===== src/dq_pkg.sv =====
// Shared types and constants for the double-ended queue.
package dq_pkg;

  localparam int unsigned WordWidth    = 32;
  localparam int unsigned DefaultDepth = 16;

  typedef enum logic [2:0] {
    OP_PUSH_FRONT = 3'd0,
    OP_PUSH_REAR  = 3'd1,
    OP_POP_FRONT  = 3'd2,
    OP_POP_REAR   = 3'd3,
    OP_PEEK_FRONT = 3'd4,
    OP_PEEK_REAR  = 3'd5,
    OP_QUERY      = 3'd6
  } op_e;

  typedef enum logic [1:0] {
    STAT_OK    = 2'd0,
    STAT_EMPTY = 2'd1,
    STAT_FULL  = 2'd2
  } status_e;

  typedef enum logic {
    S_IDLE = 1'b0,
    S_READ = 1'b1
  } state_e;

endpackage


===== src/double_ended_queue.sv =====
// Double-ended queue of signed 32-bit words held in a circular on-chip buffer.
//
// The queue keeps up to DEPTH words in a synchronous RAM, tracked by a head
// index and an entry count held in flip-flops. Each item on the input channel
// is one request: push at the front or rear, pop from the front or rear, peek
// at either end, or an empty query (the unused opcode acts as a query). Every
// request yields exactly one result item carrying the read word, a status
// (ok, empty, or full), an empty flag and the occupancy after the request.
// Pushes, queries and requests refused for an empty or full queue are answered
// from the decode. A pop or peek that finds an entry also passes through S_READ,
// because the RAM read port returns its data in the cycle after the address is presented; while
// that read is outstanding the input is stalled, which also keeps a following
// write from touching the RAM before the read has completed. A result waits in
// the output register until taken, and a new request is accepted in the same
// cycle that the previous result leaves.
module double_ended_queue #(
  parameter int unsigned DEPTH = dq_pkg::DefaultDepth,
  localparam int unsigned AW = (DEPTH > 1) ? $clog2(DEPTH) : 1,
  localparam int unsigned CW = $clog2(DEPTH + 1)
) (
  input  logic                                clk_i,
  input  logic                                rst_ni,
  input  logic                                in_valid_i,
  output logic                                in_stall_o,
  input  logic [2:0]                          opcode_i,
  input  logic signed [dq_pkg::WordWidth-1:0] push_value_i,
  output logic                                out_valid_o,
  input  logic                                out_stall_i,
  output logic signed [dq_pkg::WordWidth-1:0] read_value_o,
  output logic [1:0]                          status_o,
  output logic                                is_empty_o,
  output logic [CW-1:0]                       occupancy_o
);

  localparam int unsigned SW = AW + 2;
  localparam int unsigned WW = dq_pkg::WordWidth;

  dq_pkg::state_e  state_q, state_d;
  logic [AW-1:0]   head_q, head_d;
  logic [CW-1:0]   cnt_q, cnt_d;
  logic            out_valid_q, out_valid_d;

  logic [WW-1:0]   value_q;
  dq_pkg::status_e status_q;
  logic            empty_q;
  logic [CW-1:0]   occ_q;

  dq_pkg::op_e     op;
  logic            accept;
  logic            out_free;
  logic            q_full;
  logic            q_empty;
  logic [AW-1:0]   head_dec;
  logic [AW-1:0]   head_inc;
  logic [SW-1:0]   tail_sum;
  logic [SW-1:0]   rear_sum;
  logic [AW-1:0]   tail_idx;
  logic [AW-1:0]   rear_idx;

  logic            ram_we;
  logic [AW-1:0]   ram_waddr;
  logic            rd_needed;
  logic [AW-1:0]   ram_raddr;
  logic [WW-1:0]   ram_rdata;
  logic [WW-1:0]   res_value;
  dq_pkg::status_e res_status;

  assign op      = dq_pkg::op_e'(opcode_i);
  assign q_full  = (cnt_q == CW'(DEPTH));
  assign q_empty = (cnt_q == '0);

  // Index arithmetic stays modulo DEPTH, which need not be a power of two.
  assign head_dec = (head_q == '0) ? AW'(DEPTH - 1) : head_q - AW'(1);
  assign head_inc = (head_q == AW'(DEPTH - 1)) ? '0 : head_q + AW'(1);
  assign tail_sum = SW'(head_q) + SW'(cnt_q);
  assign rear_sum = tail_sum - SW'(1);
  assign tail_idx = (tail_sum >= SW'(DEPTH)) ? AW'(tail_sum - SW'(DEPTH)) : AW'(tail_sum);
  assign rear_idx = (rear_sum >= SW'(DEPTH)) ? AW'(rear_sum - SW'(DEPTH)) : AW'(rear_sum);

  // Request decode: pointer updates, RAM access and the immediate answer.
  always_comb begin
    head_d     = head_q;
    cnt_d      = cnt_q;
    ram_we     = 1'b0;
    ram_waddr  = head_q;
    rd_needed  = 1'b0;
    ram_raddr  = head_q;
    res_value  = '0;
    res_status = dq_pkg::STAT_OK;
    unique case (op)
      dq_pkg::OP_PUSH_FRONT: begin
        if (q_full) begin
          res_status = dq_pkg::STAT_FULL;
        end else begin
          ram_we    = 1'b1;
          ram_waddr = head_dec;
          head_d    = head_dec;
          cnt_d     = cnt_q + CW'(1);
        end
      end
      dq_pkg::OP_PUSH_REAR: begin
        if (q_full) begin
          res_status = dq_pkg::STAT_FULL;
        end else begin
          ram_we    = 1'b1;
          ram_waddr = tail_idx;
          cnt_d     = cnt_q + CW'(1);
        end
      end
      dq_pkg::OP_POP_FRONT, dq_pkg::OP_PEEK_FRONT: begin
        if (q_empty) begin
          res_value  = '1;
          res_status = dq_pkg::STAT_EMPTY;
        end else begin
          rd_needed = 1'b1;
          ram_raddr = head_q;
          if (op == dq_pkg::OP_POP_FRONT) begin
            head_d = head_inc;
            cnt_d  = cnt_q - CW'(1);
          end
        end
      end
      dq_pkg::OP_POP_REAR, dq_pkg::OP_PEEK_REAR: begin
        if (q_empty) begin
          res_value  = '1;
          res_status = dq_pkg::STAT_EMPTY;
        end else begin
          rd_needed = 1'b1;
          ram_raddr = rear_idx;
          if (op == dq_pkg::OP_POP_REAR) begin
            cnt_d = cnt_q - CW'(1);
          end
        end
      end
      default: begin
        // Empty query and the unused opcode only report the current state.
      end
    endcase
  end

  // Next state.
  always_comb begin
    state_d = state_q;
    unique case (state_q)
      dq_pkg::S_IDLE: begin
        if (accept && rd_needed) begin
          state_d = dq_pkg::S_READ;
        end
      end
      dq_pkg::S_READ: begin
        state_d = dq_pkg::S_IDLE;
      end
      default: begin
        state_d = dq_pkg::S_IDLE;
      end
    endcase
  end

  // Handshake outputs. A request is taken only when the output register will
  // be empty after this edge, so a read result always finds room in the next cycle.
  always_comb begin
    out_free   = !out_valid_q || !out_stall_i;
    in_stall_o = (state_q != dq_pkg::S_IDLE) || !out_free;
  end

  assign accept = in_valid_i && !in_stall_o;

  always_comb begin
    out_valid_d = out_valid_q;
    if (accept && !rd_needed) begin
      out_valid_d = 1'b1;
    end else if (state_q == dq_pkg::S_READ) begin
      out_valid_d = 1'b1;
    end else if (out_valid_q && !out_stall_i) begin
      out_valid_d = 1'b0;
    end
  end

  dq_ram #(
    .Depth(DEPTH),
    .Width(WW)
  ) u_ram (
    .clk_i  (clk_i),
    .we_i   (accept && ram_we),
    .waddr_i(ram_waddr),
    .wdata_i(push_value_i),
    .re_i   (accept && rd_needed),
    .raddr_i(ram_raddr),
    .rdata_o(ram_rdata)
  );

  always_ff @(posedge clk_i or negedge rst_ni) begin
    if (!rst_ni) begin
      state_q     <= dq_pkg::S_IDLE;
      head_q      <= '0;
      cnt_q       <= '0;
      out_valid_q <= 1'b0;
    end else begin
      state_q     <= state_d;
      out_valid_q <= out_valid_d;
      if (accept) begin
        head_q <= head_d;
        cnt_q  <= cnt_d;
      end
    end
  end

  // Result payload. Status, flag and count are settled at acceptance; the word
  // of a successful pop or peek arrives from the RAM in the following cycle.
  always_ff @(posedge clk_i) begin
    if (accept) begin
      value_q  <= res_value;
      status_q <= res_status;
      empty_q  <= (cnt_d == '0);
      occ_q    <= cnt_d;
    end else if (state_q == dq_pkg::S_READ) begin
      value_q <= ram_rdata;
    end
  end

  assign out_valid_o  = out_valid_q;
  assign read_value_o = value_q;
  assign status_o     = status_q;
  assign is_empty_o   = empty_q;
  assign occupancy_o  = occ_q;

  a_cnt_bound: assert property (@(posedge clk_i) disable iff (!rst_ni)
    cnt_q <= CW'(DEPTH))
    else $error("entry count exceeds depth");

  a_read_slot_free: assert property (@(posedge clk_i) disable iff (!rst_ni)
    (state_q == dq_pkg::S_READ) |-> !out_valid_q)
    else $error("output register busy while a read completes");

  a_read_follows: assert property (@(posedge clk_i) disable iff (!rst_ni)
    (accept && rd_needed) |=> (state_q == dq_pkg::S_READ) && !out_valid_q)
    else $error("pop or peek did not enter the read cycle");

  a_read_delivers: assert property (@(posedge clk_i) disable iff (!rst_ni)
    (state_q == dq_pkg::S_READ) |=> out_valid_q && (state_q == dq_pkg::S_IDLE))
    else $error("read result not presented");

endmodule


===== src/dq_ram.sv =====
// Slot storage of the queue: one write port and one registered read port.
module dq_ram #(
  parameter int unsigned Depth = dq_pkg::DefaultDepth,
  parameter int unsigned Width = dq_pkg::WordWidth,
  localparam int unsigned AddrW = (Depth > 1) ? $clog2(Depth) : 1
) (
  input  logic             clk_i,
  input  logic             we_i,
  input  logic [AddrW-1:0] waddr_i,
  input  logic [Width-1:0] wdata_i,
  input  logic             re_i,
  input  logic [AddrW-1:0] raddr_i,
  output logic [Width-1:0] rdata_o
);

  logic [Width-1:0] mem [Depth];
  logic [Width-1:0] rdata_q;

  always_ff @(posedge clk_i) begin
    if (we_i) begin
      mem[waddr_i] <= wdata_i;
    end
  end

  always_ff @(posedge clk_i) begin
    if (re_i) begin
      rdata_q <= mem[raddr_i];
    end
  end

  assign rdata_o = rdata_q;

endmodule


===== config.mk =====
export PLATFORM = sky130hd
export DESIGN_NAME = double_ended_queue
export DESIGN_NICKNAME = d
export VERILOG_FILES = /design/src/dq_pkg.sv /design/src/double_ended_queue.sv /design/src/dq_ram.sv
export SDC_FILE = /design/constraint.sdc
export NUM_CORES = 1
export LEC_CHECK = 0
export ABC_AREA = 0
export BUFFER_PORTS_ARGS = -buffer_cell sky130_fd_sc_hd__buf_2
export CAP_MARGIN = 30
export CORE_ASPECT_RATIO = 0.5
export CORE_MARGIN = 2
export CORE_UTILIZATION = 55
export DETAILED_ROUTE_END_ITERATION = 8
export GPL_TIMING_DRIVEN = 0
export PLACE_DENSITY = 0.72
export SLEW_MARGIN = 10
export SYNTH_ARGS = -nofsm -noshare
export SYNTH_HDL_FRONTEND = slang
export SYNTH_SLANG_ARGS = --single-unit

===== constraint.sdc =====
create_clock -name clk_i -period 4.95 [get_ports clk_i]
set_input_delay 0.495 -clock clk_i [delete_from_list [all_inputs] [get_ports clk_i]]
set_output_delay 0.495 -clock clk_i [all_outputs]
set_load 0.01 [all_outputs]

-- Word level (Yosys, flattened, before mapping)
Memories as Yosys holds them, arrays and structs flattened. A register that Yosys moved wholly into a read port is not among the register bits.
Index checks and enable logic that the tools add are counted.
- bits in registers: 51
- RAM bits: 512
- input bits: 39
- output and inout port bits: 42
- logic and storage cells: 89
- memories kept: 1
- memory list (name ; depth ; width ; rd ports ; clocked after Yosys merged registers in ; wr ports ; RTL line ; RTL):
    u_ram.mem ; 16 ; 32 ; 1 ; 1 ; 1 ; dq_ram.sv:16 ; logic [Width-1:0] mem [Depth];
- add/sub/neg operators: 8
- $lt $le $gt $ge: 2
- equality and inequality tests: 9
- muxes and demuxes: 36
- bitwise logic cells: 1
- reductions and logical operators: 24
- operators by type and width (cell ; number):
    2-to-1 mux 32 bit ; 4
    2-to-1 mux 4 bit ; 10
    2-to-1 mux 5 bit ; 5
    case mux 4 bit (2 select lines) ; 2
    case mux 5 bit (3 select lines) ; 1
    greater-or-equal comparator 6 x 5 -> 1 bit, second input constant ; 2
    subtractor 4 x 1 -> 4 bit, second input constant ; 3
    2-to-1 mux 1 bit ; 11
    logical NOT 5 bit ; 2
    adder 4 x 5 -> 6 bit ; 1
    == test 3 x 2 -> 1 bit, second input constant ; 2
    == test 3 bit, second input constant ; 2
    OR reduction 2 bit ; 3
    subtractor 6 x 1 -> 6 bit, second input constant ; 1
    adder 5 x 1 -> 5 bit, second input constant ; 1
    == test 5 bit, second input constant ; 1
    logical AND 1 bit ; 5
    logical NOT 1 bit ; 5
    subtractor 5 x 1 -> 5 bit, second input constant ; 1
    adder 4 x 1 -> 4 bit, second input constant ; 1
    == test 4 bit, second input constant ; 1
    logical NOT 4 bit ; 1
    inequality test 2 bit, second input constant ; 2
    case mux 2 bit (2 select lines) ; 1
    10 further kinds ; 12

-- Longest topological paths before layout
- depth after elaboration: 9
- gate-level depth with buffers: 12
- depth with buffers taken out: 10

-- Hierarchy
Synthesis repeated with hierarchy kept, for this count alone.
- cell total of the unflattened synthesis: 1099
- area total of the unflattened synthesis: 22994.6 um2
- by module, submodules not included (module ; times used ; cells each ; area an instance (um2) ; sequential area each (um2)):
    dq_ram ; 1 ; 838 ; 20155.6 ; 16335.7
    double_ended_queue ; 1 ; 261 ; 2839.0 ; 1476.4

-- Worst setup path after synthesis
Ideal clock, no wire load.
- path type: flip-flop to flip-flop
- start point: register head_q[0]
- end point: memory u_ram.mem[15][0] in the netlist's numbering, enable pin
- library setup time: 0.421 ns
- data arrival time: 3.859 ns
- required time: 4.529 ns
- setup slack: 0.670 ns
- stages on the path, launching flop included: 10
- path buffers: 3
- clock period less this slack: 4.280 ns
- cell sequence: dfrtp_1 > clkbuf_1 > inv_1 > clkbuf_1 > buf_1 > ha_1 > o21ai_0 > mux4_2 > or3_1 > nor2_1
- word-level cells in the longest chain between the ends: 5
- elaborated cells on any way between the ends: 10
- those cells by class: add/sub: 3; order compare: 1; mux: 5; reduce/logical: 1
- RTL lines (element ; RTL line ; RTL):
    from (decl) ; double_ended_queue.sv:39 ; logic [AW-1:0] head_q, head_d;
    from (signal assigned) ; double_ended_queue.sv:195 ; head_q <= '0;
    from (signal assigned) ; double_ended_queue.sv:202 ; head_q <= head_d;
    adder 4 x 5 -> 6 bit ; double_ended_queue.sv:75 ; assign tail_sum = SW'(head_q) + SW'(cnt_q);
    greater-or-equal comparator 6 x 5 -> 1 bit or subtractor 4 x 1 -> 4 bit (tied branches) ; double_ended_queue.sv:77 ; assign tail_idx = (tail_sum >= SW'(DEPTH)) ? AW'(tail_sum - SW'(DEPTH)) : AW'(tail_sum);
    2-to-1 mux 4 bit ; double_ended_queue.sv:77 ;
    2-to-1 mux 4 bit ; double_ended_queue.sv:102 ; if (q_full) begin
    case mux 4 bit (2 select lines) (*) ; double_ended_queue.sv:90 ; unique case (op)
    to (decl) ; dq_ram.sv:16 ;
Mark *: on every way between the ends. The rest lies on a longest branch, timed or not.

-- Final worst setup path
- start point: register head_q[0]
- end point: memory u_ram.mem[14][7] in the netlist's numbering, enable pin
Same word-level chain as after synthesis.

==> qor.yml <==
setup_path:
  cp_max_fo: 20
  arrival_ns: 5.22
  crit_path_start_kind: "flip-flop"
  slowest_stage: "nor2_4"
  worst_ep_required_time_ns: 5.23
  critical_path_buf_inv_count: 5
  crit_type: "reg2reg"
  path_cells: "clkbuf_1, inv_1, clkbuf_1, buf_1, ha_1, o21ai_0, mux4_2, or3_1, nor2_4, buf_12"
  slowest_delay_ns: 0.64
  critPathMostFrequentCell: "clkbuf_1"
  cp_top_family: "buffers and inverters"
  crit_path_end_kind: "flip-flop"
final_layout:
  drive_above_1_share_pct: 14.9
  layout_commonest_cell: "edfxtp_1"
  mostFrequentLayoutCells: "edfxtp_1 (584), mux2i_1 (137), buf_2 (123), a311oi_1 (121), clkbuf_1 (114)"
  area_growth_pct: 13.6
  utilization_pct: 63.7
  nets: 1988
detailed_routing:
  drt-pass1-iter-count: 6
  wl_mm: 77.9
  via_count: 18200
  ant_nets: 0
  viasPerCell: 6.95
  drt_iter0_markers: 2735
  drc: 0
  post_drt_wl_per_cell_um: 29.8
grt:
  antenna_found_initial: 4
  grt_pass1_vias: 17100
  grt_max_degree: 28
  grt-ovfl-total: 0
  grt_pass1_wl_mm: 113
  gr-usage-all-layers_pct: 30.8
die:
  pin_count: 81
  start_util_pct: 56.1
  die_area_mm2: 0.0499
  core_area_mm2: 0.0471
  fp.dieH_um: 159
  fp.dieW_um: 314
  row_count: 56
synthesis:
  avgSynthCellArea_um2: 14.9
  syn-num-nets: 1825
  synth_edf_count: 584
  synth_ff_type: "edfxtp_1"
  syn_area_mm2: 0.0264
  yosysSeqAreaShare_pct: 67.5
  ys_warn_count: 0
  synthTopCellsByArea: "edfxtp_1 (66%), mux2i_1 (5.2%), a311oi_1 (4.0%)"
  ys_types: 70
  ys_ff_latch: 595
  ys_async_sr_fraction_pct: 1.85
  synth_top_area_share_pct: 66.4
  syn_inst: 1777
  yosysTopAreaCell: "edfxtp_1"
pwr:
  p_total_mw: 19.1
  irDropWorstVdd_mv: 0.447
  p_per_area_mw_per_mm2: 637
  p_leak_nw: 10.0
clocking:
  ctsResizeCount: 0
  ctsRootBufferMaster: "clkbuf_16"
  postCtsHoldBufs: 1
  cts_buffers: 51
  htreeDepth: 2
  cts_tree: "built"
  path_clk_slew_ns: 0.06
  cts.sinks: 595
  clock_latency_ns: 0.60
  cts_buffer_depth: 3
  postCtsSetupBuffers: 0
placed_design:
  dpl.hpwl_mm: 52.3
  port_buffers: 79
  place.gp.congestion: 0.989
  pre_cts_ws_ns: 0.175
timing:
  fin_crit_ns: 4.94
  fin_crit_sh_pct: 99.8
  fin_ws_ns: 0.0104
  hold_violations: 0
  slew_headroom_pct: 35.3
  slew_viol_final: 0
  rsz0062_at_grt: "no"
  clock.fmax_mhz: 202
  setup_viol: 0
  tightest_slew_ns: 0.970
  fin_setup_tns_ns: 0
  clock-skew-final_ns: 0.0171
worst_hold_path:
  hold_class: "in2reg"
job:
  cap_violations: 0
status:
  outcome: "finished clean"
-- worst paths after layout --
check | slack [ns] | depth (start not counted) | end | start
min in group asynchronous | 0.33 | 2 | cnt_q[2]$_DFFE_PN0P_ | rst_ni
worst min-delay path | 0.12 | 3 | out_valid_o$_DFFE_PN0P_ | in_valid_i
max in group asynchronous | 4.38 | 2 | out_valid_o$_DFFE_PN0P_ | rst_ni
worst max register to register | 0.01 | 10 | u_ram.mem[14][7]$_DFFE_PP_ | head_q[0]$_DFFE_PN0P_
worst max-delay path | 0.01 | 10 | u_ram.mem[14][7]$_DFFE_PP_ | head_q[0]$_DFFE_PN0P_
worst min register to register | 0.50 | 2 | out_valid_o$_DFFE_PN0P_ | state_q$_DFF_PN0_
-- Yosys cell counts (all sizes together) (10+ instances only) --
| cell | n |
|---|---|
| a21o | 36 |
| a311oi | 121 |
| dfrtp | 11 |
| a21oi | 10 |
| nand3 | 12 |
| a221oi | 60 |
| edfxtp | 584 |
| buf | 76 |
| nor4 | 37 |
| mux2i | 137 |
| o311a | 60 |
| o21ai | 75 |
| nand2 | 80 |
| nand2b | 65 |
| nor2 | 34 |
| a2111oi | 61 |
| o22a | 62 |
| inv | 12 |
| a31oi | 43 |
| clkbuf | 108 |
| nor3 | 15 |
-- worst register-to-register path, stage by stage, from the launching register on --
cell      delay (ns)
dfrtp_1         0.40
clkbuf_1        0.34
inv_1           0.21
clkbuf_1        0.59
buf_1           0.58
ha_1            0.37
o21ai_0         0.15
mux4_2          0.54
or3_1           0.51
nor2_4          0.64
buf_12          0.28
-- report_power, final --
part           switching [mW]  leakage, nW  internal, mW
Combinational            5.61         3.75          3.03
Clock                    1.84        0.854          2.44
Sequential              0.137         5.43          6.04
-- metrics by stage --
step	hold slack, ns	cell area [um^2]	cells
3_5_place_dp	0.394	28200	2524
2_1_floorplan	0.199	26400	1777
4_1_cts	0.103	30000	2616
5_1_grt	0.136	30000	2617
6_report	0.118	30000	2619
3_3_place_gp	0.402	27600	2494
-- state kept, by name (all words and copies together), names as in the netlist --
name,flops
u_ram.mem,512
read_value_o,32
u_ram.rdata_o,32
cnt_q,5
occupancy_o,5
head_q,4
status_o,2
is_empty_o,1
out_valid_o,1
state_q,1
-- routing by layer --
layer / vias to the layer above / wire (um) / global-route usage, % / part of all wire [%]
met5: - / 0 / 0 / 0
met4: 0 / 2500 / 8.92 / 3.2
met3: 192 / 10400 / 8.61 / 13
met2: 1246 / 34200 / 46.1 / 44
met1: 9028 / 30800 / 44.2 / 40
li1: 7734 / - / - / -
-- kinds of logic after synthesis --
| family | after synthesis | synth area share (%) |
|---|---|---|
| flip-flops | 595 | 67.5 |
| buffers and inverters | 197 | 3.53 |
| XOR/XNOR | 9 | 0.479 |
| AND/OR/NAND/NOR | 269 | 5.43 |
| adder cells (fa/ha/maj) | 9 | 0.455 |
| multiplexers | 146 | 5.66 |
| AO/OA/AOI/OAI | 552 | 17.0 |
-- area by class of cell --
cell class	instances	area, um^2
sequential	595	17800
fill	3442	17100
multi-input combinational	985	7790
clock buffer	60	1360
timing repair buffer	110	888
buffer	184	882
tap	638	798
clock inverter	31	392
inverter	13	48.8
antenna	3	7.51
(Power assumes the default switching activity.)
